### config.mk
export PLATFORM = sky130hd
export DESIGN_NAME = energy_window_locator_unit
export DESIGN_NICKNAME = d
export VERILOG_FILES = /design/src/ewl_pkg.sv /design/src/energy_window_locator_unit.sv /design/src/ewl_crop_emit.sv
export SDC_FILE = /design/constraint.sdc
export NUM_CORES = 1
export LEC_CHECK = 0
export BUFFER_PORTS_ARGS = -buffer_cell sky130_fd_sc_hd__buf_2
export CAP_MARGIN = 20
export CORE_ASPECT_RATIO = 1.5
export CORE_UTILIZATION = 53
export CTS_CLUSTER_SIZE = 20
export DETAILED_ROUTE_END_ITERATION = 16
export GPL_TIMING_DRIVEN = 0
export PLACE_DENSITY = 0.7
export SETUP_SLACK_MARGIN = 0.02
export SYNTH_ARGS = -nofsm -noshare
export SYNTH_HDL_FRONTEND = slang
export SYNTH_SLANG_ARGS = --single-unit
### constraint.sdc
create_clock -name clock -period 4.2 [get_ports clock]
set_input_delay 0.21 -clock clock [delete_from_list [all_inputs] [get_ports clock]]
set_output_delay 0.21 -clock clock [all_outputs]
set_load 0.02 [all_outputs]
### src/ewl_pkg.sv
// ----------------------------------------------------------------------------
// ewl_pkg: shared constants and types of the energy window locator
// Clip geometry, derived widths, register map and the clip report that
// passes from the window tracker to the crop emitter.
// ----------------------------------------------------------------------------
package ewl_pkg;

   // Clip geometry.
   localparam int FramesPerClip = 98;
   localparam int WindowFrames  = 32;
   localparam int CoefsPerFrame = 40;

   // Field widths.
   localparam int CoefW    = 8;
   localparam int CropW    = 7;
   localparam int OffsetW  = 5;

   // Derived widths.
   localparam int FrameW   = (FramesPerClip > 1) ? $clog2(FramesPerClip) : 1;
   localparam int SlotW    = (WindowFrames > 1) ? $clog2(WindowFrames) : 1;
   localparam int CoefIdxW = (CoefsPerFrame > 1) ? $clog2(CoefsPerFrame) : 1;
   localparam int MagMax   = 128;
   localparam int MagW     = 9;
   localparam int EnergyW  = $clog2(CoefsPerFrame * MagMax + 1);
   localparam int SumW     = $clog2(WindowFrames * CoefsPerFrame * MagMax + 1);

   // Highest legal crop start.
   localparam int ClampHi  = (FramesPerClip > WindowFrames) ?
                             (FramesPerClip - WindowFrames) : 0;

   // Register map: the word index is paddr[2].
   localparam int CsrAddrW = 3;
   localparam int CsrDataW = 32;
   localparam logic CsrJitterEnable = 1'b0;
   localparam logic CsrJitterOffset = 1'b1;
   localparam logic [OffsetW-1:0] JitterOffsetReset = OffsetW'(4);

   // Sent once per clip when its best window is final.
   typedef struct packed {
      logic              valid;
      logic [FrameW-1:0] best_start;
   } clip_report_type;

endpackage

### src/energy_window_locator_unit.sv
// ----------------------------------------------------------------------------
// energy_window_locator_unit: most energetic window of frames in a clip
// Sums coefficient magnitudes per frame, keeps a running window sum over a
// ring of frame energies in a memory, and reports the best crop start(s).
// ----------------------------------------------------------------------------
// Throughput: one coefficient beat per clock. Only the clip's final beat can
//    be held off, while the previous clip's crops are still being emitted.
// Crop path: a clip's report passes stages 1 and 2 and the emitter's pending
//    clip to the output; jittered crops follow one per clock while rsp_ready holds.
// Reset (synchronous, active high) clears counters, sums, the best-window
//    tracker and the registers to defaults; the energy ring is not cleared.
// ----------------------------------------------------------------------------
module energy_window_locator_unit (
   input  logic                             clock,
   input  logic                             reset,
   // Coefficient channel.
   input  logic                             req_valid,
   output logic                             req_ready,
   input  logic signed [ewl_pkg::CoefW-1:0] req_coef,
   // Crop channel.
   output logic                             rsp_valid,
   input  logic                             rsp_ready,
   output logic [ewl_pkg::CropW-1:0]        rsp_crop_start,
   output logic                             rsp_last_crop,
   // Register port.
   input  logic                             csr_psel,
   input  logic                             csr_penable,
   input  logic                             csr_pwrite,
   input  logic [ewl_pkg::CsrAddrW-1:0]     csr_paddr,
   input  logic [ewl_pkg::CsrDataW-1:0]     csr_pwdata,
   output logic [ewl_pkg::CsrDataW-1:0]     csr_prdata,
   output logic                             csr_pready
);
   import ewl_pkg::*;

   // ------------------------------------------------------------------------
   // Registers. Software must write them only while the block is idle (the
   // block does not enforce this), as the pipeline reads them directly.
   // ------------------------------------------------------------------------
   logic                jitter_enable_ff, jitter_enable_in;
   logic [OffsetW-1:0]  jitter_offset_ff, jitter_offset_in;
   logic                csr_write;

   assign csr_pready = 1'b1;
   assign csr_write  = csr_psel && csr_penable && csr_pwrite;

   always_comb begin
      jitter_enable_in = jitter_enable_ff;
      jitter_offset_in = jitter_offset_ff;
      if (csr_write) begin
         case (csr_paddr[2])
            CsrJitterEnable: jitter_enable_in = csr_pwdata[0];
            CsrJitterOffset: jitter_offset_in = csr_pwdata[OffsetW-1:0];
            default: ;
         endcase
      end
   end

   always_comb begin
      case (csr_paddr[2])
         CsrJitterEnable: csr_prdata = CsrDataW'(jitter_enable_ff);
         CsrJitterOffset: csr_prdata = CsrDataW'(jitter_offset_ff);
         default:         csr_prdata = '0;
      endcase
   end

   // ------------------------------------------------------------------------
   // Intake stage. Each accepted beat adds its magnitude to the frame energy.
   // The frame's final beat closes the frame, launches it down the window
   // pipeline and issues the ring read for the slot it will overwrite.
   // ------------------------------------------------------------------------
   logic [CoefIdxW-1:0] coef_idx_ff, coef_idx_in;
   logic [FrameW-1:0]   frame_idx_ff, frame_idx_in;
   logic [SlotW-1:0]    slot_ff, slot_in;
   logic [EnergyW-1:0]  frame_acc_ff, frame_acc_in;

   logic                accept;
   logic                frame_done;
   logic                frame_last;
   logic                clip_done_beat;
   logic [MagW-1:0]     mag;
   logic [EnergyW-1:0]  energy_sum;
   logic                emit_busy;
   logic                clip_in_flight;

   // Stage 1: frame energy closed, ring read in flight.
   logic                p1_valid_ff, p1_valid_in;
   logic [EnergyW-1:0]  p1_energy_ff, p1_energy_in;
   logic [SlotW-1:0]    p1_slot_ff, p1_slot_in;
   logic                p1_evict_ff, p1_evict_in;
   logic                p1_complete_ff, p1_complete_in;
   logic [FrameW-1:0]   p1_start_ff, p1_start_in;
   logic                p1_last_ff, p1_last_in;

   // Stage 2: window sum updated.
   logic                p2_valid_ff, p2_valid_in;
   logic [SumW-1:0]     p2_sum_ff, p2_sum_in;
   logic                p2_complete_ff, p2_complete_in;
   logic [FrameW-1:0]   p2_start_ff, p2_start_in;
   logic                p2_last_ff, p2_last_in;

   always_comb begin
      // Absolute value in nine bits so that the most negative code gives 128.
      mag = req_coef[CoefW-1] ? (MagW'(0) - MagW'(req_coef)) : MagW'(req_coef);
      energy_sum = frame_acc_ff + EnergyW'(mag);
      frame_done = coef_idx_ff == CoefIdxW'(CoefsPerFrame - 1);
      frame_last = frame_idx_ff == FrameW'(FramesPerClip - 1);
      clip_done_beat = frame_done && frame_last;

      // A clip's final beat may enter only when no earlier clip report is
      // still on its way to, or waiting in, the crop emitter.
      clip_in_flight = (p1_valid_ff && p1_last_ff) || (p2_valid_ff && p2_last_ff) ||
                       emit_busy;
      req_ready = !clip_done_beat || !clip_in_flight;
      accept    = req_valid && req_ready;
   end

   always_comb begin
      coef_idx_in    = coef_idx_ff;
      frame_idx_in   = frame_idx_ff;
      slot_in        = slot_ff;
      frame_acc_in   = frame_acc_ff;
      p1_valid_in    = 1'b0;
      p1_energy_in   = energy_sum;
      p1_slot_in     = slot_ff;
      p1_evict_in    = int'(frame_idx_ff) >= WindowFrames;
      p1_complete_in = int'(frame_idx_ff) + 1 >= WindowFrames;
      p1_start_in    = frame_idx_ff - FrameW'(WindowFrames - 1);
      p1_last_in     = frame_last;

      if (accept) begin
         if (frame_done) begin
            p1_valid_in  = 1'b1;
            coef_idx_in  = '0;
            frame_acc_in = '0;
            if (frame_last) begin
               frame_idx_in = '0;
               slot_in      = '0;
            end else begin
               frame_idx_in = frame_idx_ff + FrameW'(1);
               slot_in      = (slot_ff == SlotW'(WindowFrames - 1)) ? '0 :
                              slot_ff + SlotW'(1);
            end
         end else begin
            coef_idx_in  = coef_idx_ff + CoefIdxW'(1);
            frame_acc_in = energy_sum;
         end
      end
   end

   always_ff @(posedge clock) begin
      if (reset) begin
         coef_idx_ff  <= '0;
         frame_idx_ff <= '0;
         slot_ff      <= '0;
         frame_acc_ff <= '0;
         p1_valid_ff  <= 1'b0;
      end else begin
         coef_idx_ff  <= coef_idx_in;
         frame_idx_ff <= frame_idx_in;
         slot_ff      <= slot_in;
         frame_acc_ff <= frame_acc_in;
         p1_valid_ff  <= p1_valid_in;
      end
      p1_energy_ff   <= p1_energy_in;
      p1_slot_ff     <= p1_slot_in;
      p1_evict_ff    <= p1_evict_in;
      p1_complete_ff <= p1_complete_in;
      p1_start_ff    <= p1_start_in;
      p1_last_ff     <= p1_last_in;
   end

   // ------------------------------------------------------------------------
   // Energy ring. One synchronous memory: the read is issued with the
   // frame's final beat and the write of the new energy lands in the next
   // cycle. When a read and a write meet on the same slot at the same edge,
   // the written energy is forwarded in place of the stale read data.
   // Every slot is written within a clip before it is evicted, so the ring
   // needs no clearing.
   // ------------------------------------------------------------------------
   logic [EnergyW-1:0] ring_mem [WindowFrames];
   logic [EnergyW-1:0] ring_rd_ff;
   logic               ring_rd_en;
   logic               fwd_hit_ff, fwd_hit_in;
   logic [EnergyW-1:0] fwd_data_ff;
   logic [EnergyW-1:0] evicted;

   assign ring_rd_en = accept && frame_done;
   assign fwd_hit_in = ring_rd_en && p1_valid_ff && (p1_slot_ff == slot_ff);

   always_ff @(posedge clock) begin
      if (ring_rd_en) begin
         ring_rd_ff <= ring_mem[slot_ff];
      end
      if (p1_valid_ff) begin
         ring_mem[p1_slot_ff] <= p1_energy_ff;
      end
      fwd_hit_ff  <= fwd_hit_in;
      fwd_data_ff <= p1_energy_ff;
   end

   assign evicted = fwd_hit_ff ? fwd_data_ff : ring_rd_ff;

   // ------------------------------------------------------------------------
   // Stage 2: running window sum. The evicted energy leaves the window once
   // the ring has wrapped. The sum restarts from zero after a clip's final
   // frame, while that frame's sum travels on to the best-window compare.
   // ------------------------------------------------------------------------
   logic [SumW-1:0] window_sum_ff, window_sum_in;
   logic [SumW-1:0] sum_new;

   always_comb begin
      sum_new = window_sum_ff - (p1_evict_ff ? SumW'(evicted) : SumW'(0)) +
                SumW'(p1_energy_ff);
      window_sum_in  = window_sum_ff;
      p2_valid_in    = p1_valid_ff;
      p2_sum_in      = sum_new;
      p2_complete_in = p1_complete_ff;
      p2_start_in    = p1_start_ff;
      p2_last_in     = p1_last_ff;
      if (p1_valid_ff) begin
         window_sum_in = p1_last_ff ? '0 : sum_new;
      end
   end

   always_ff @(posedge clock) begin
      if (reset) begin
         window_sum_ff <= '0;
         p2_valid_ff   <= 1'b0;
      end else begin
         window_sum_ff <= window_sum_in;
         p2_valid_ff   <= p2_valid_in;
      end
      p2_sum_ff      <= p2_sum_in;
      p2_complete_ff <= p2_complete_in;
      p2_start_ff    <= p2_start_in;
      p2_last_ff     <= p2_last_in;
   end

   // ------------------------------------------------------------------------
   // Stage 3: best-window tracker. Only a strictly larger sum replaces the
   // best, so ties keep the earliest start; the first full window is always
   // taken. On the clip's final frame the result goes to the emitter and the
   // tracker rearms. A clip shorter than the window reports start zero.
   // ------------------------------------------------------------------------
   logic              best_valid_ff, best_valid_in;
   logic [SumW-1:0]   best_sum_ff, best_sum_in;
   logic [FrameW-1:0] best_start_ff, best_start_in;
   logic              take;
   clip_report_type   report;

   always_comb begin
      take = p2_valid_ff && p2_complete_ff &&
             (!best_valid_ff || (p2_sum_ff > best_sum_ff));
      best_valid_in = best_valid_ff;
      best_sum_in   = best_sum_ff;
      best_start_in = best_start_ff;
      report.valid      = p2_valid_ff && p2_last_ff;
      report.best_start = take ? p2_start_ff : best_start_ff;
      if (p2_valid_ff && p2_last_ff) begin
         best_valid_in = 1'b0;
         best_sum_in   = '0;
         best_start_in = '0;
      end else if (take) begin
         best_valid_in = 1'b1;
         best_sum_in   = p2_sum_ff;
         best_start_in = p2_start_ff;
      end
   end

   always_ff @(posedge clock) begin
      if (reset) begin
         best_valid_ff    <= 1'b0;
         best_sum_ff      <= '0;
         best_start_ff    <= '0;
         jitter_enable_ff <= 1'b0;
         jitter_offset_ff <= JitterOffsetReset;
      end else begin
         best_valid_ff    <= best_valid_in;
         best_sum_ff      <= best_sum_in;
         best_start_ff    <= best_start_in;
         jitter_enable_ff <= jitter_enable_in;
         jitter_offset_ff <= jitter_offset_in;
      end
   end

   // ------------------------------------------------------------------------
   // Crop emitter: one beat for the best start, or three with jitter on
   // (best, best minus offset, best plus offset), each clamped to the clip.
   // ------------------------------------------------------------------------
   ewl_crop_emit u_crop_emit (
      .clock          (clock),
      .reset          (reset),
      .clip           (report),
      .jitter_enable  (jitter_enable_ff),
      .jitter_offset  (jitter_offset_ff),
      .busy           (emit_busy),
      .rsp_valid      (rsp_valid),
      .rsp_ready      (rsp_ready),
      .rsp_crop_start (rsp_crop_start),
      .rsp_last_crop  (rsp_last_crop)
   );

endmodule

### src/ewl_crop_emit.sv
// ----------------------------------------------------------------------------
// ewl_crop_emit: turns a clip's best start into one or three crop beats
// Holds one pending clip, forms the clamped crop starts one per cycle while
// the output register is empty or taken, and drives the result channel through it.
// ----------------------------------------------------------------------------
module ewl_crop_emit (
   input  logic                          clock,
   input  logic                          reset,
   input  ewl_pkg::clip_report_type      clip,
   input  logic                          jitter_enable,
   input  logic [ewl_pkg::OffsetW-1:0]   jitter_offset,
   output logic                          busy,
   output logic                          rsp_valid,
   input  logic                          rsp_ready,
   output logic [ewl_pkg::CropW-1:0]     rsp_crop_start,
   output logic                          rsp_last_crop
);
   import ewl_pkg::*;

   localparam int CalcW = ((FrameW > OffsetW) ? FrameW : OffsetW) + 2;
   localparam logic [1:0] CropBest = 2'd0;
   localparam logic [1:0] CropLow  = 2'd1;
   localparam logic [1:0] CropHigh = 2'd2;

   function automatic logic [CropW-1:0] clamp_crop(input logic signed [CalcW-1:0] s);
      logic [CropW-1:0] r;
      if (s > signed'(CalcW'(ClampHi))) begin
         r = CropW'(ClampHi);
      end else if (s < 0) begin
         r = '0;
      end else begin
         r = s[CropW-1:0];
      end
      return r;
   endfunction

   logic                  pend_valid_ff, pend_valid_in;
   logic [FrameW-1:0]     pend_best_ff, pend_best_in;
   logic                  pend_jit_ff, pend_jit_in;
   logic [OffsetW-1:0]    pend_off_ff, pend_off_in;
   logic [1:0]            crop_sel_ff, crop_sel_in;
   logic                  out_valid_ff, out_valid_in;
   logic [CropW-1:0]      out_crop_ff, out_crop_in;
   logic                  out_last_ff, out_last_in;

   logic                  load;
   logic signed [CalcW-1:0] best_s, off_s, crop_s;
   logic                  crop_last;

   always_comb begin
      best_s = signed'(CalcW'(pend_best_ff));
      off_s  = signed'(CalcW'(pend_off_ff));
      case (crop_sel_ff)
         CropBest: crop_s = best_s;
         CropLow:  crop_s = best_s - off_s;
         CropHigh: crop_s = best_s + off_s;
         default:  crop_s = best_s;
      endcase
      crop_last = !pend_jit_ff || (crop_sel_ff == CropHigh);
      load = pend_valid_ff && (!out_valid_ff || rsp_ready);
   end

   always_comb begin
      pend_valid_in = pend_valid_ff;
      pend_best_in  = pend_best_ff;
      pend_jit_in   = pend_jit_ff;
      pend_off_in   = pend_off_ff;
      crop_sel_in   = crop_sel_ff;
      out_valid_in  = out_valid_ff;
      out_crop_in   = out_crop_ff;
      out_last_in   = out_last_ff;

      if (load) begin
         out_valid_in = 1'b1;
         out_crop_in  = clamp_crop(crop_s);
         out_last_in  = crop_last;
         if (crop_last) begin
            pend_valid_in = 1'b0;
         end else begin
            crop_sel_in = (crop_sel_ff == CropBest) ? CropLow : CropHigh;
         end
      end else if (rsp_ready) begin
         out_valid_in = 1'b0;
      end

      // The intake never lets a new clip in while one is still pending.
      if (clip.valid) begin
         pend_valid_in = 1'b1;
         pend_best_in  = clip.best_start;
         pend_jit_in   = jitter_enable;
         pend_off_in   = jitter_offset;
         crop_sel_in   = CropBest;
      end
   end

   always_ff @(posedge clock) begin
      if (reset) begin
         pend_valid_ff <= 1'b0;
         crop_sel_ff   <= CropBest;
         out_valid_ff  <= 1'b0;
      end else begin
         pend_valid_ff <= pend_valid_in;
         crop_sel_ff   <= crop_sel_in;
         out_valid_ff  <= out_valid_in;
      end
      pend_best_ff <= pend_best_in;
      pend_jit_ff  <= pend_jit_in;
      pend_off_ff  <= pend_off_in;
      out_crop_ff  <= out_crop_in;
      out_last_ff  <= out_last_in;
   end

   assign busy           = pend_valid_ff;
   assign rsp_valid      = out_valid_ff;
   assign rsp_crop_start = out_crop_ff;
   assign rsp_last_crop  = out_last_ff;

endmodule

Word level (Yosys, flattened, before mapping)
Memories as Yosys holds them, arrays and structs flattened. A register that Yosys moved wholly into a read port is not among the register bits.
Index checks and enable logic that the tools add are counted.
{"block": "totals", "reg_bits": 177, "ram_bits": 416, "out_inout_bits": 43, "memories": 1}
{"memory": "ring_mem", "words": 32, "width": 13, "rd": 1, "rd_clocked_by_memory_dff": 1, "wr": 1, "line_no": "energy_window_locator_unit.sv:181", "text": "logic [EnergyW-1:0] ring_mem [WindowFrames];"}
{"block": "op_classes", "n_addsub": 11, "magnitude_cmp": 5, "eq_ne": 6, "muxes": 22, "bitwise_logic": 3, "n_reduce_logical": 35}
{"op": "$pmux W32 S2", "n": 1}
{"op": "$mux W13", "n": 3}
{"op": "$mux W7", "n": 3}
{"op": "$add A18 B13 Y18", "n": 1}
{"op": "$gt A18 B18 Y1", "n": 1}
{"op": "$mux W18", "n": 1}
{"op": "$pmux W9 S2", "n": 1}
{"op": "$sub A18 B13 Y18", "n": 1}
{"op": "$add A13 B9 Y13", "n": 1}
{"op": "$logic_and A1 B1 Y1", "n": 12}
{"op": "$mux W5", "n": 2}
{"op": "$reduce_and A2 Y1", "n": 5}
{"op": "$gt A9 B8 Y1 const B", "n": 1}
{"op": "$lt A9 B1 Y1 const B", "n": 1}
{"op": "$mux W9", "n": 1}
{"op": "$sub A1 B8 Y9 const A", "n": 1}
{"op": "$add A7 B1 Y8 const B", "n": 1}
{"op": "$add A7 B5 Y8", "n": 1}
{"op": "$ge A8 B6 Y1 const B", "n": 1}
{"op": "$mux W1", "n": 8}
{"op": "$sub A7 B5 Y8", "n": 1}
{"op": "$add A7 B1 Y7 const B", "n": 1}
{"op": "$eq A7 B7 Y1 const B", "n": 1}
{"op": "$ge A7 B6 Y1 const B", "n": 1}
{"op": "16 further kinds", "n": 31}

Depth between registers and ports, before layout
Gate-level depths: netlist (run 1).
{"block": "logic_depth", "word_depth": 9, "depth_mapped": 15, "mapped_depth_nobuf": 14}

Modules after synthesis
From an unflattened synthesis (run 1), not the netlist that was laid out.
{"block": "hier_totals", "hier_cells": 1620, "area_unflattened_um2": 25628.3}
{"module": "energy_window_locator_unit", "n_inst": 1, "cells_per_inst": 1463, "area_each_um2": 23975.5}
{"module": "ewl_crop_emit", "n_inst": 1, "cells_per_inst": 157, "area_each_um2": 1652.8}

Worst setup path before layout (run 1)
No wires, ideal clock.
{"block": "synth_timing", "path_type": "register to register", "from": "register fwd_hit_ff", "to": "register p2_sum_ff[17]", "setup_time_ns": 0.118, "arrival_ns": 3.523, "required_time_ns": 4.082, "setup_slack_ns": 0.559, "stages_incl_launch_ff": 15, "path_buffers": 2, "path_cell_list": "dfxtp_1 > clkbuf_1 > buf_1 > mux2i_1 > nor2b_1 > fa_1 > inv_1 > ha_1 > a2111oi_0 > o21ai_1 > a31oi_1 > a21oi_1 > or3_1 > and2_1 > xnor2_1"}
{"block": "synth_between", "elab_chain_len": 4}
{"item": "start: declaration", "line_no": "energy_window_locator_unit.sv:184", "text": "logic fwd_hit_ff, fwd_hit_in;"}
{"item": "start signal: assignment", "line_no": "energy_window_locator_unit.sv:198", "text": "fwd_hit_ff <= fwd_hit_in;"}
{"item": "$mux W13", "line_no": "energy_window_locator_unit.sv:202", "text": "assign evicted = fwd_hit_ff ? fwd_data_ff : ring_rd_ff;"}
{"item": "$mux W13", "line_no": "energy_window_locator_unit.sv:213", "text": "sum_new = window_sum_ff - (p1_evict_ff ? SumW'(evicted) : SumW'(0)) +"}
{"item": "$sub A18 B13 Y18", "line_no": "energy_window_locator_unit.sv:213"}
{"item": "$add A18 B13 Y18", "line_no": "energy_window_locator_unit.sv:213"}
{"item": "net p2_sum_in[17]", "line_no": "energy_window_locator_unit.sv:97", "text": "logic [SumW-1:0] p2_sum_ff, p2_sum_in;"}
{"item": "end signal: assignment", "line_no": "energy_window_locator_unit.sv:234", "text": "p2_sum_ff <= p2_sum_in;"}
{"item": "end: declaration", "line_no": "energy_window_locator_unit.sv:97"}
The timed path passes the listed nets, and every way through them passes these cells.
A chain may end at the register's enable or synchronous reset.

Worst setup path in the final report (run 1)
{"block": "layout_timing", "from": "register p1_energy_ff[6]", "to": "register p2_sum_ff[17]"}
{"block": "layout_between", "elab_chain_len": 1}
{"item": "start: declaration", "line_no": "energy_window_locator_unit.sv:88", "text": "logic [EnergyW-1:0] p1_energy_ff, p1_energy_in;"}
{"item": "start signal: assignment", "line_no": "energy_window_locator_unit.sv:165", "text": "p1_energy_ff <= p1_energy_in;"}
{"item": "$add A18 B13 Y18", "line_no": "energy_window_locator_unit.sv:213"}
{"item": "net p2_sum_in[17]", "line_no": "energy_window_locator_unit.sv:97"}
The timed path passes the listed nets, and every way through them passes these cells.

==> insert_results.sql, run 1 <==
INSERT INTO impl_metrics (metric_group, metric, value, unit) VALUES
('status', 'status', 'finished clean', ''),
('global_route', 'grt_use_met3', '2.60', '%'),
('yosys', 'netlist_top_cells_area', 'edfxtp_1 53%, dfxtp_1 12%, mux4_2 9.9%', ''),
('power_and_ir_drop', 'power_density', '472', 'mW/mm^2'),
('routing', 'first_pass_iters', '5', ''),
('yosys', 'synth_compound_area_share', '4.51', '%'),
('finish', 'multi_input_gate_area', '0.00799', 'mm^2'),
('yosys', 'number_of_instances_in_the_synthesized_netlist', '1613', ''),
('critical_path', 'worst-endpoint-arrival', '4.29', 'ns'),
('routing', 'vias', '14000', ''),
('floorplan', 'io_pins', '93', ''),
('sta', 'period_share', '90.7', '%'),
('global_route', 'globalRoute.busiestLayer', 'met2', ''),
('global_route', 'use_met1', '26.1', '%'),
('min_path', 'hold_path_class', 'in -> reg', ''),
('routing', 'postRouteWirelength', '56600', 'um'),
('placement', 'gp_congestion', '0.838', ''),
('sta', 'timing.final.crit_period', '3.81', 'ns'),
('global_route', 'grt_first_pass_wirelength', '86000', 'um'),
('critical_path', 'data_required_critical_path', '4.69', 'ns'),
('global_route', 'grt_pass1_vias', '14600', ''),
('sta', 'worstMarginPinSlew', '1.05', 'ns'),
('yosys', 'ys_ff_latch', '606', ''),
('power_and_ir_drop', 'finalPower', '0.0137', 'W'),
('clock_tree', 'cts.root.buffer_cell', 'clkbuf_16', ''),
('sta', 'timing.clock.skew', '0.0317', 'ns'),
('routing', 'drcViolationCount', '0', ''),
('critical_path', 'crit_buf_inv', '3', ''),
('critical_path', 'crit_type', 'reg -> reg', ''),
('critical_path', 'setup.worst_path.end_class', 'register', ''),
('clock_tree', 'cts_buffer_depth', '3', ''),
('power_and_ir_drop', 'internal-power', '0.0103', 'W'),
('run', 'number_of_maximum_capacitance_constraint_violations', '0', ''),
('yosys', 'synth_xor_area_share', '1.62', '%'),
('finish', 'nets', '1910', ''),
('yosys', 'synth.top_cell.area_share', '53.1', '%'),
('sta', 'finalSetupViolCount', '0', ''),
('yosys', 'synthDistinctLibCells', '73', ''),
('yosys', 'syn_area_per_cell', '15.8', 'um^2'),
('sta', 'fmax', '0.263', 'GHz'),
('global_route', 'global_route.usage.total', '23.8', '%'),
('yosys', 'ys_dominant_reg_cell', 'edfxtp_1', ''),
('finish', 'post-route-util', '60.8', '%'),
('routing', 'first_iter_violations', '901', ''),
('sta', 'final_number_of_hold_violating_endpoints', '0', ''),
('critical_path', 'largest_stage_delay_worst_path', '0.69', 'ns'),
('critical_path', 'critical_path.startpoint_type', 'register', ''),
('critical_path', 'worst_path_dominant_cell_family', 'compound AO/OA/AOI/OAI gates', ''),
('sta', 'tns', '0', 'ns'),
('yosys', 'synth.cell_area', '0.0255', 'mm^2'),
('sta', 'unrepaired_setup_endpoints_after_global_routing', 'no', ''),
('yosys', 'muxShareOfSynthArea', '14.3', '%'),
('power_and_ir_drop', 'max-vdd-ir-drop', '0.363', 'mV'),
('clock_tree', 'cts_sinks', '606', ''),
('power_and_ir_drop', 'power.switching', '0.00336', 'W'),
('clock_tree', 'cts_tree', 'yes', ''),
('yosys', 'yosys_warnings', '0', ''),
('clock_tree', 'clock_insertion_delay_worst_skew', '0.60', 'ns'),
('power_and_ir_drop', 'switching_share', '24.6', '%'),
('critical_path', 'critical_path.max_fanout', '23', ''),
('critical_path', 'worst_path_most_repeated_cell', 'inv_1', ''),
('yosys', 'largest_family_of_logic_cells_by_synthesized_area', 'multiplexers', ''),
('floorplan', 'dieArea', '0.0489', 'mm^2'),
('placement', 'io_buffer_count', '34', ''),
('routing', 'drtAntennaViolNets', '0', ''),
('power_and_ir_drop', 'comb_power_share', '10.5', '%'),
('yosys', 'synth_simple_gate_area_share', '6.05', '%'),
('routing', 'route.detailed.wl_per_inst', '23.3', 'um'),
('routing', 'vias_per_cell', '5.78', ''),
('critical_path', 'worst-r2r-setup-slack', '0.39', 'ns'),
('global_route', 'grt-ovfl-total', '0', '');
[layout by cell type (no fill, tap or decap), types with 14 or more instances in the layout]
cell       count
a21oi_1       52
and2_1        14
buf_2         44
buf_4         33
buf_6         31
clkbuf_1      54
clkbuf_16     57
conb_1        29
dfxtp_1      151
edfxtp_1     450
fa_1          16
ha_1          64
inv_1        106
mux2_2        20
mux2i_1       40
mux4_1        18
mux4_2       112
nand2_1       51
nand3_1       31
nor2_1       109
nor2b_1       32
nor3_1        14
o21ai_0       32
xnor2_1       28
xor2_1        19
[final timing paths]
path,startpoint,end,depth (start not counted)
worst max-delay path,p1_energy_ff[6],p2_sum_ff[17],12
worst min-delay path,csr_penable,jitter_enable_ff,4
worst max register to register,p1_energy_ff[6],p2_sum_ff[17],12
worst min register to register,p1_start_ff[4],p2_start_ff[4],0
[synth_stat cells, drive strengths merged (14+ instances only)]
cell type	number
inv	108
o21ai	36
nand3	31
mux2i	40
nor2b	32
nor2	109
nor3	14
nand2	51
mux4	130
edfxtp	450
xor2	19
xnor2	28
buf	53
a21oi	52
and2	16
fa	16
mux2	22
ha	64
dfxtp	156
clkbuf	37
[final cells by class]
class | count | share of cell area [%]
plain buffers | 90 | 1.85
clock buffers | 78 | 5.34
clock inverters | 25 | 0.852
inverters | 108 | 1.40
multi-input cells | 836 | 27.6
flip-flops and latches | 606 | 57.5
well taps | 600 | 2.59
repair buffers | 83 | 2.85
[stage by stage]
stage                     hold slack, ns  instance area, um^2  std cells  worst slack, ns
after detailed placement           0.313                27000       2313          -0.0710
after CTS                         0.0531                28900       2425            0.141
after global routing               0.108                28900       2426           0.0567
final                             0.0735                28900       2426            0.393
after floorplan                    0.289                25600       1640            0.559
after global placement             0.311                26500       2274           -0.362
[layer usage]
| layer | wire, um | up-vias |
|---|---|---|
| li1 | - | 6383 |
| met1 | 19800 | 7097 |
| met2 | 31100 | 392 |
| met3 | 2290 | 139 |
| met4 | 3370 | 0 |
| met5 | 0 | - |
[kinds of logic after synthesis]
group,count (synthesis)
flops,606
xor+xnor,47
mux,192
compound gates,175
buf+inv,198
fa+ha+maj,80
other cells,2
simple gates,313
[sequential cells by signal (all words and copies together) (netlist names), 2 cells and up]
name                        flops
p1_start_ff                     7
best_sum_ff                    18
u_crop_emit.pend_best_ff        7
u_crop_emit.pend_off_ff         5
coef_idx_ff                     6
best_start_ff                   7
p1_slot_in                      5
frame_idx_ff                    7
ring_rd_ff                     13
p1_energy_ff                   13
window_sum_ff                  18
frame_acc_ff                   13
p2_start_ff                     7
p1_slot_ff                      5
fwd_data_ff                    13
p2_sum_ff                      18
u_crop_emit.crop_sel_ff         2
jitter_offset_ff                5
ring_mem                      416
u_crop_emit.rsp_crop_start      7
[worst reg2reg max path, delay by kind of cell, from the launching register on]
family,cells,cell delay [ns]
AND/OR/NAND/NOR,2,0.52
buffers and inverters,3,0.39
AO/OA/AOI/OAI,4,0.98
adder cells (fa/ha/maj),2,0.89
XOR/XNOR,1,0.25
flip-flops,1,0.69
[power groups by stage]
| stage | sequential (W) | clock [W] | combinational, W |
|---|---|---|---|
| global placement | 0.00749 | 0 | 0.00116 |
| CTS | 0.00725 | 0.00506 | 0.00141 |
| finish | 0.00724 | 0.00499 | 0.00143 |
| floorplan | 0.00721 | 0 | 0.000935 |
| global route | 0.00728 | 0.00529 | 0.00160 |
| detailed placement | 0.00738 | 0 | 0.00140 |
[what timing repair did]
action	CTS	global route
gates resized for setup	1	5
endpoints found under the setup margin	1	2
hold endpoints to repair	9	0
hold buffers	9	0
Power figures use the tool's default switching activity.
==> run 2, diff against run 1 <==
- ABC_AREA: default -> 1
==> run 2 against run 1 <==
Effect of this change: die area rose by 1.8%; via count rose by 35%; cell count rose by 33%; area after synthesis rose by 1.8%; global-route usage rose by 6.4 points; non-clock buffer count rose by 39; sequential cell count did not move; critical path type unchanged; largest cell class unchanged.
==> insert_results.sql, run 2 <==
INSERT INTO impl_metrics (metric_group, metric, value, unit) VALUES
('finish', 'post-route-util', '61.4', '%'),
('routing', 'drtAntennaViolNets', '0', ''),
('routing', 'drcViolationCount', '0', ''),
('routing', 'vias', '18900', ''),
('sta', 'worstMarginPinSlew', '1.07', 'ns'),
('run', 'number_of_maximum_capacitance_constraint_violations', '0', ''),
('sta', 'period_share', '83.0', '%'),
('floorplan', 'io_pins', '93', ''),
('global_route', 'use_met1', '31.5', '%'),
('clock_tree', 'cts_buffer_depth', '3', ''),
('clock_tree', 'postCtsSetupBuffers', '0', ''),
('finish', 'regArea', '0.0166', 'mm^2'),
('yosys', 'ys_dominant_reg_cell', 'edfxtp_1', ''),
('yosys', 'ys_async_sr_fraction', '0', '%'),
('routing', 'first_pass_iters', '6', ''),
('clock_tree', 'cts_sinks', '606', ''),
('critical_path', 'worst_r2r_start', 'p1_energy_ff[1]', ''),
('sta', 'timing.slew.headroom', '28.5', '%'),
('critical_path', 'crit_type', 'reg -> reg', ''),
('global_route', 'grt-ovfl-total', '0', ''),
('critical_path', 'critical_path.startpoint_type', 'register', ''),
('critical_path', 'setup.worst_path.end_class', 'register', ''),
('critical_path', 'critical_path.max_fanout', '34', ''),
('sta', 'fmax', '0.287', 'GHz'),
('power_and_ir_drop', 'leakagePower', '10.9', 'nW'),
('clock_tree', 'cts_h_tree_lvls', '2', ''),
('sta', 'drv_slew', '0', ''),
('floorplan', 'fp_rows', '98', ''),
('finish', 'layout.cells.most_common', 'edfxtp_1', ''),
('yosys', 'synth.most_common_cell', 'edfxtp_1', ''),
('yosys', 'synth-edff-count', '450', ''),
('global_route', 'globalRouteMet2Util', '54.6', '%'),
('floorplan', 'design.core.area', '0.0479', 'mm^2'),
('sta', 'timing.final.crit_period', '3.49', 'ns'),
('placement', 'io_buffer_count', '33', ''),
('global_route', 'global_route.usage.total', '30.2', '%'),
('clock_tree', 'worst_setup_hold_path_clk_slew', '0.07', 'ns'),
('yosys', 'synth_sequential_area_ratio', '64.2', '%'),
('finish', 'layout.filler_cells', '3794', ''),
('sta', 'timing.clock.skew', '0.0270', 'ns'),
('yosys', 'yosys_warnings', '0', ''),
('floorplan', 'die_w', '183', 'um'),
('finish', 'max_ffs_per_register', '416', ''),
('finish', 'area_delta_synth_final', '13.5', '%'),
('yosys', 'syn_area_per_cell', '10.9', 'um^2'),
('global_route', 'grt_pass1_vias', '18800', ''),
('clock_tree', 'cts-hold-fix-buffers', '7', ''),
('yosys', 'synth_area_leader_cell', 'edfxtp_1', ''),
('global_route', 'grt_start_max_net_pins', '35', ''),
('finish', 'nets', '2661', ''),
('placement', 'placed_wire_length_estimate_after_detailed_placement', '52900', 'um'),
('finish', 'antenna_cells_inserted', '0', ''),
('clock_tree', 'cts_tree', 'yes', ''),
('power_and_ir_drop', 'finalPower', '0.0141', 'W'),
('critical_path', 'worst-r2r-setup-slack', '0.71', 'ns'),
('finish', 'final_layout_size_suffix_gt1_share', '10.9', '%'),
('yosys', 'synth.top_cell.area_share', '52.1', '%'),
('power_and_ir_drop', 'max-vdd-ir-drop', '0.432', 'mV'),
('sta', 'unrepaired_setup_endpoints_after_global_routing', 'no', ''),
('routing', 'postRouteWirelength', '75100', 'um'),
('sta', 'finalSetupViolCount', '0', ''),
('critical_path', 'setup.worst_path.end', 'window_sum_ff[10]', ''),
('floorplan', 'die_height', '273', 'um'),
('global_route', 'grt_use_met3', '5.40', '%'),
('sta', 'tns', '0', 'ns'),
('floorplan', 'dieArea', '0.0498', 'mm^2'),
('routing', 'vias_per_cell', '5.86', ''),
('placement', 'gp_congestion', '0.960', ''),
('yosys', 'netlist_top_cells_area', 'edfxtp_1 52%, dfxtp_1 12%, nor2_1 5.3%', ''),
('clock_tree', 'cts_made_buffers', '54', ''),
('critical_path', 'number_of_cells_traversed_by_the_worst_register_to_register_path', '11', ''),
('global_route', 'grt_antenna_before_repair', '0', ''),
('floorplan', 'initial_utilization', '54.1', '%'),
('critical_path', 'worst_r2r_endpoint', 'window_sum_ff[10]', ''),
('yosys', 'ys_ff_latch', '606', ''),
('status', 'status', 'finished clean', ''),
('critical_path', 'data_required_critical_path', '4.71', 'ns'),
('global_route', 'globalRoute.busiestLayer', 'met2', ''),
('finish', 'layout.cells.most_common_list', '450 x edfxtp_1, 353 x nor2_1, 269 x o21ai_0', ''),
('yosys', 'synthDistinctLibCells', '57', ''),
('clock_tree', 'clock_insertion_delay_worst_skew', '0.61', 'ns'),
('global_route', 'grt_first_pass_wirelength', '110000', 'um'),
('yosys', 'synth.cell_area', '0.0259', 'mm^2'),
('clock_tree', 'cts_repair_resize_count', '0', ''),
('finish', 'largest-register', 'ring_mem', ''),
('min_path', 'hold_path_class', 'in -> reg', ''),
('routing', 'route.detailed.wl_per_inst', '23.3', 'um'),
('finish', 'multi_input_gate_area', '0.00796', 'mm^2'),
('critical_path', 'worst-endpoint-arrival', '3.99', 'ns'),
('routing', 'first_iter_violations', '2039', ''),
('power_and_ir_drop', 'power_density', '478', 'mW/mm^2'),
('yosys', 'synth_common_cells', '450 x edfxtp_1, 368 x nor2_1, 269 x o21ai_0, 245 x nand2_1, 180 x inv_1', ''),
('sta', 'final_number_of_hold_violating_endpoints', '0', ''),
('yosys', 'number_of_instances_in_the_synthesized_netlist', '2380', ''),
('clock_tree', 'cts.root.buffer_cell', 'clkbuf_16', ''),
('critical_path', 'critical_path.startpoint', 'p1_energy_ff[1]', '');
[run 2: cell types whose count changed after synthesis, sizes merged, moves of 57 or more]
cell | previous run | this run
nand3 | 31 | 128
mux4 | 130 | 0
a21oi | 52 | 109
nand2 | 51 | 250
nor2 | 109 | 371
o221ai | 1 | 66
o21ai | 36 | 284
inv | 108 | 185
[run 2: metrics by stage]
step                      cells  hold WS (ns)  setup slack, ns  instance area (um^2)
final                      3226        0.0123            0.714                 29400
after global routing       3226        0.0922            0.566                 29400
after CTS                  3225       0.00249            0.680                 29400
after detailed placement   3117         0.312            0.713                 27400
after global placement     3090         0.312            0.243                 27000
after floorplan            2407         0.310             1.31                 26000
[run 2: layout make-up]
cell class                 count  area share [%]
buffer                       144            2.57
clock buffer                  68            5.17
clock inverter                33            1.32
inverter                     187            2.39
multi-input combinational   1470            27.0
sequential                   606            56.6
tap                          650            2.76
timing repair buffer          68            2.19
[run 2: cells by family (layout without fill, tap and decap cells)]
logic type                 Yosys count  in the layout  synth area share, %
DFF                                606            606                 64.2
buffers and inverters              331            500                 5.64
xor gates and xnor gates            30             30                 1.01
AOI/OAI and AO/OA                  537            537                 11.9
and+or+nand+nor                    794            794                 12.8
other                                2             29               0.0290
adders and majority gates           80             80                 4.33
[run 2: critical path: stages (launching register included)]
cell	delay (ns)
dfxtp_2	0.85
inv_1	0.15
fa_1	0.56
fa_1	0.47
nand3b_1	0.17
nand2_1	0.14
a21boi_0	0.15
o21ai_0	0.33
nand2_1	0.14
nand3b_1	0.13
nand3_1	0.09
a21oi_1	0.17
[run 2: power breakdown]
group | switching (W) | leakage, nW | internal [W]
clock network | 0.00225 | 0.943 | 0.00307
registers | 0.000258 | 5.44 | 0.00686
logic | 0.000999 | 4.53 | 0.000622
[run 2: metal layers]
layer	routed length, um	up-vias
li1	-	8612
met1	25200	9081
met2	38600	902
met3	5610	294
met4	5720	0
met5	0	-
[run 2: worst min-delay path by stage]
stage | startpoint | to | slack (ns) | cells past startpoint
after floorplan | p1_complete_ff | p2_complete_ff | 0.31 | 0
after global placement | p1_start_ff[3] | p2_start_ff[3] | 0.31 | 0
after detailed placement | p1_start_ff[3] | p2_start_ff[3] | 0.31 | 0
after CTS | csr_penable | jitter_enable_ff | 0.002 | 4
after global routing | csr_penable | jitter_enable_ff | 0.09 | 4
final | csr_penable | jitter_enable_ff | 0.01 | 4
==> run 3, diff against run 2 <==
- ABC_AREA: 1 -> 0
- clock period: 4.2 -> 3.4 ns (I/O delays scaled with it)
==> run 3 against run 2 <==
Effect of this change: clock skew shrank 0.0088 ns; critical path depth grew 1; sequential cell count is the same; sequential share of layout area grew 0.49 points; die area shrank 1.8%; routed wire length shrank 23%.
==> insert_results.sql, run 3 (synthesis gave the netlist of run 1 again) <==
INSERT INTO impl_metrics (metric_group, metric, value, unit) VALUES
('finish', 'antenna_cells_inserted', '0', ''),
('sta', 'fmax', '0.308', 'GHz'),
('floorplan', 'die_w', '181', 'um'),
('clock_tree', 'cts_sinks', '606', ''),
('sta', 'worstMarginPinSlew', '0.908', 'ns'),
('finish', 'max_ffs_per_register', '416', ''),
('global_route', 'grt-ovfl-total', '0', ''),
('global_route', 'grt_start_max_net_pins', '35', ''),
('critical_path', 'worst_r2r_start', 'p1_energy_ff[8]', ''),
('critical_path', 'critical_path.max_fanout', '19', ''),
('sta', 'tns', '0', 'ns'),
('finish', 'nets', '1922', ''),
('floorplan', 'initial_utilization', '53.5', '%'),
('clock_tree', 'worst_setup_hold_path_clk_slew', '0.06', 'ns'),
('routing', 'routed-wl-met2', '31500', 'um'),
('power_and_ir_drop', 'leakagePower', '10.5', 'nW'),
('finish', 'area_delta_synth_final', '14.8', '%'),
('global_route', 'grt_antenna_before_repair', '2', ''),
('floorplan', 'io_pins', '93', ''),
('routing', 'drtAntennaViolNets', '0', ''),
('critical_path', 'data_required_critical_path', '3.89', 'ns'),
('routing', 'vias_per_cell', '5.79', ''),
('critical_path', 'critical_path.startpoint_type', 'register', ''),
('routing', 'wl_met3', '2470', 'um'),
('finish', 'layout.cells.most_common_list', '450 x edfxtp_1, 144 x dfxtp_1, 112 x mux4_2', ''),
('global_route', 'global_route.usage.total', '24.4', '%'),
('routing', 'highest-signal-layer', 'met4', ''),
('placement', 'placed_wire_length_estimate_after_detailed_placement', '40300', 'um'),
('routing', 'first_pass_iters', '5', ''),
('clock_tree', 'clock_insertion_delay_worst_skew', '0.59', 'ns'),
('floorplan', 'dieArea', '0.0489', 'mm^2'),
('min_path', 'hold_path_class', 'in -> reg', ''),
('sta', 'timing.clock.skew', '0.0182', 'ns'),
('clock_tree', 'cts_tree', 'yes', ''),
('placement', 'gp_congestion', '0.858', ''),
('min_path', 'hold_path.startpoint', 'req_valid', ''),
('routing', 'wl_met1', '20400', 'um'),
('power_and_ir_drop', 'max-vdd-ir-drop', '0.467', 'mV'),
('finish', 'layout.cells.most_common', 'edfxtp_1', ''),
('clock_tree', 'cts_buffer_depth', '3', ''),
('routing', 'vias', '14100', ''),
('finish', 'post-route-util', '61.4', '%'),
('clock_tree', 'cts.root.buffer_cell', 'clkbuf_16', ''),
('critical_path', 'worst-endpoint-arrival', '3.74', 'ns'),
('clock_tree', 'cts_h_tree_lvls', '2', ''),
('floorplan', 'fp_rows', '98', ''),
('sta', 'period_share', '95.6', '%'),
('placement', 'io_buffer_count', '34', ''),
('routing', 'drcViolationCount', '0', ''),
('routing', 'first_iter_violations', '969', ''),
('floorplan', 'design.core.area', '0.0476', 'mm^2'),
('routing', 'route.detailed.wl_per_inst', '23.9', 'um'),
('clock_tree', 'cts_made_buffers', '54', ''),
('finish', 'final_layout_size_suffix_gt1_share', '21.0', '%'),
('sta', 'finalSetupViolCount', '0', ''),
('critical_path', 'crit_type', 'reg -> reg', ''),
('global_route', 'grt_first_pass_wirelength', '87600', 'um'),
('floorplan', 'die_height', '270', 'um'),
('routing', 'postRouteWirelength', '58200', 'um'),
('run', 'number_of_maximum_capacitance_constraint_violations', '0', ''),
('power_and_ir_drop', 'power_density', '589', 'mW/mm^2'),
('sta', 'drv_slew', '0', ''),
('sta', 'final_number_of_hold_violating_endpoints', '0', ''),
('status', 'status', 'finished clean', ''),
('finish', 'largest-register', 'ring_mem', ''),
('critical_path', 'critical_path.startpoint', 'p1_energy_ff[8]', ''),
('global_route', 'grt_pass1_vias', '14600', ''),
('sta', 'unrepaired_setup_endpoints_after_global_routing', 'yes', ''),
('sta', 'timing.slew.headroom', '39.4', '%'),
('critical_path', 'setup.worst_path.end_class', 'register', ''),
('sta', 'timing.final.crit_period', '3.25', 'ns');
-- run 3: timing repair --
action | CTS | global route
resized for setup | 22 | 12
setup endpoints to repair | 26 | 12
hold buffers | 10 | 0
setup buffers | 5 | 7
pin swaps | 1 | 3
hold endpoints to repair | 9 | 0
-- run 3: final timing paths --
path,end,slack [ns],depth (start not counted)
setup / recovery,p2_sum_ff[17],0.15,12
hold reg to reg,p2_start_ff[4],0.33,0
hold / removal,frame_acc_ff[9],0.07,4
setup reg to reg,p2_sum_ff[17],0.15,12
-- run 3: layer usage --
layer / vias up / GRT usage (%)
li1: 6404 / -
met1: 7123 / 26.7
met2: 414 / 45.1
met3: 166 / 2.85
met4: 0 / 14.7
met5: - / 0
-- run 3: critical path: stages (launching register included) --
cell	delay, ns
dfxtp_2	0.58
buf_16	0.21
inv_1	0.07
fa_1	0.53
inv_1	0.04
ha_1	0.35
a21oi_1	0.16
o21ai_0	0.14
a31oi_2	0.26
a21oi_2	0.11
or3_4	0.33
and2_4	0.18
xnor2_2	0.19
-- run 3: power by group --
group	total, W	internal [W]	switching (W)
clock network	0.00619	0.00356	0.00263
logic	0.00219	0.000914	0.00128
registers	0.00882	0.00849	0.000323
-- run 3: metrics by stage --
step / hold WS, ns / setup WS [ns] / total power, W / area (um^2) / instances
after global routing: 0.105 / 0.00154 / 0.0178 / 29200 / 2436
after detailed placement: 0.312 / -0.707 / 0.0109 / 27000 / 2314
after CTS: 0.0482 / 0.0259 / 0.0172 / 29100 / 2428
after floorplan: 0.249 / 0.0471 / 0.0101 / 25600 / 1640
final: 0.0705 / 0.150 / 0.0172 / 29200 / 2436
after global placement: 0.311 / -1.19 / 0.0107 / 26500 / 2274
-- run 3: area by class of cell --
class	instances	area, um^2
Inverter	108	405
Sequential cell	606	16700
Tap cell	600	751
Multi-Input combinational cell	836	8040
Clock buffer	76	1580
Buffer	89	551
Clock inverter	24	240
Timing Repair Buffer	97	987
Fill cell	3471	18400
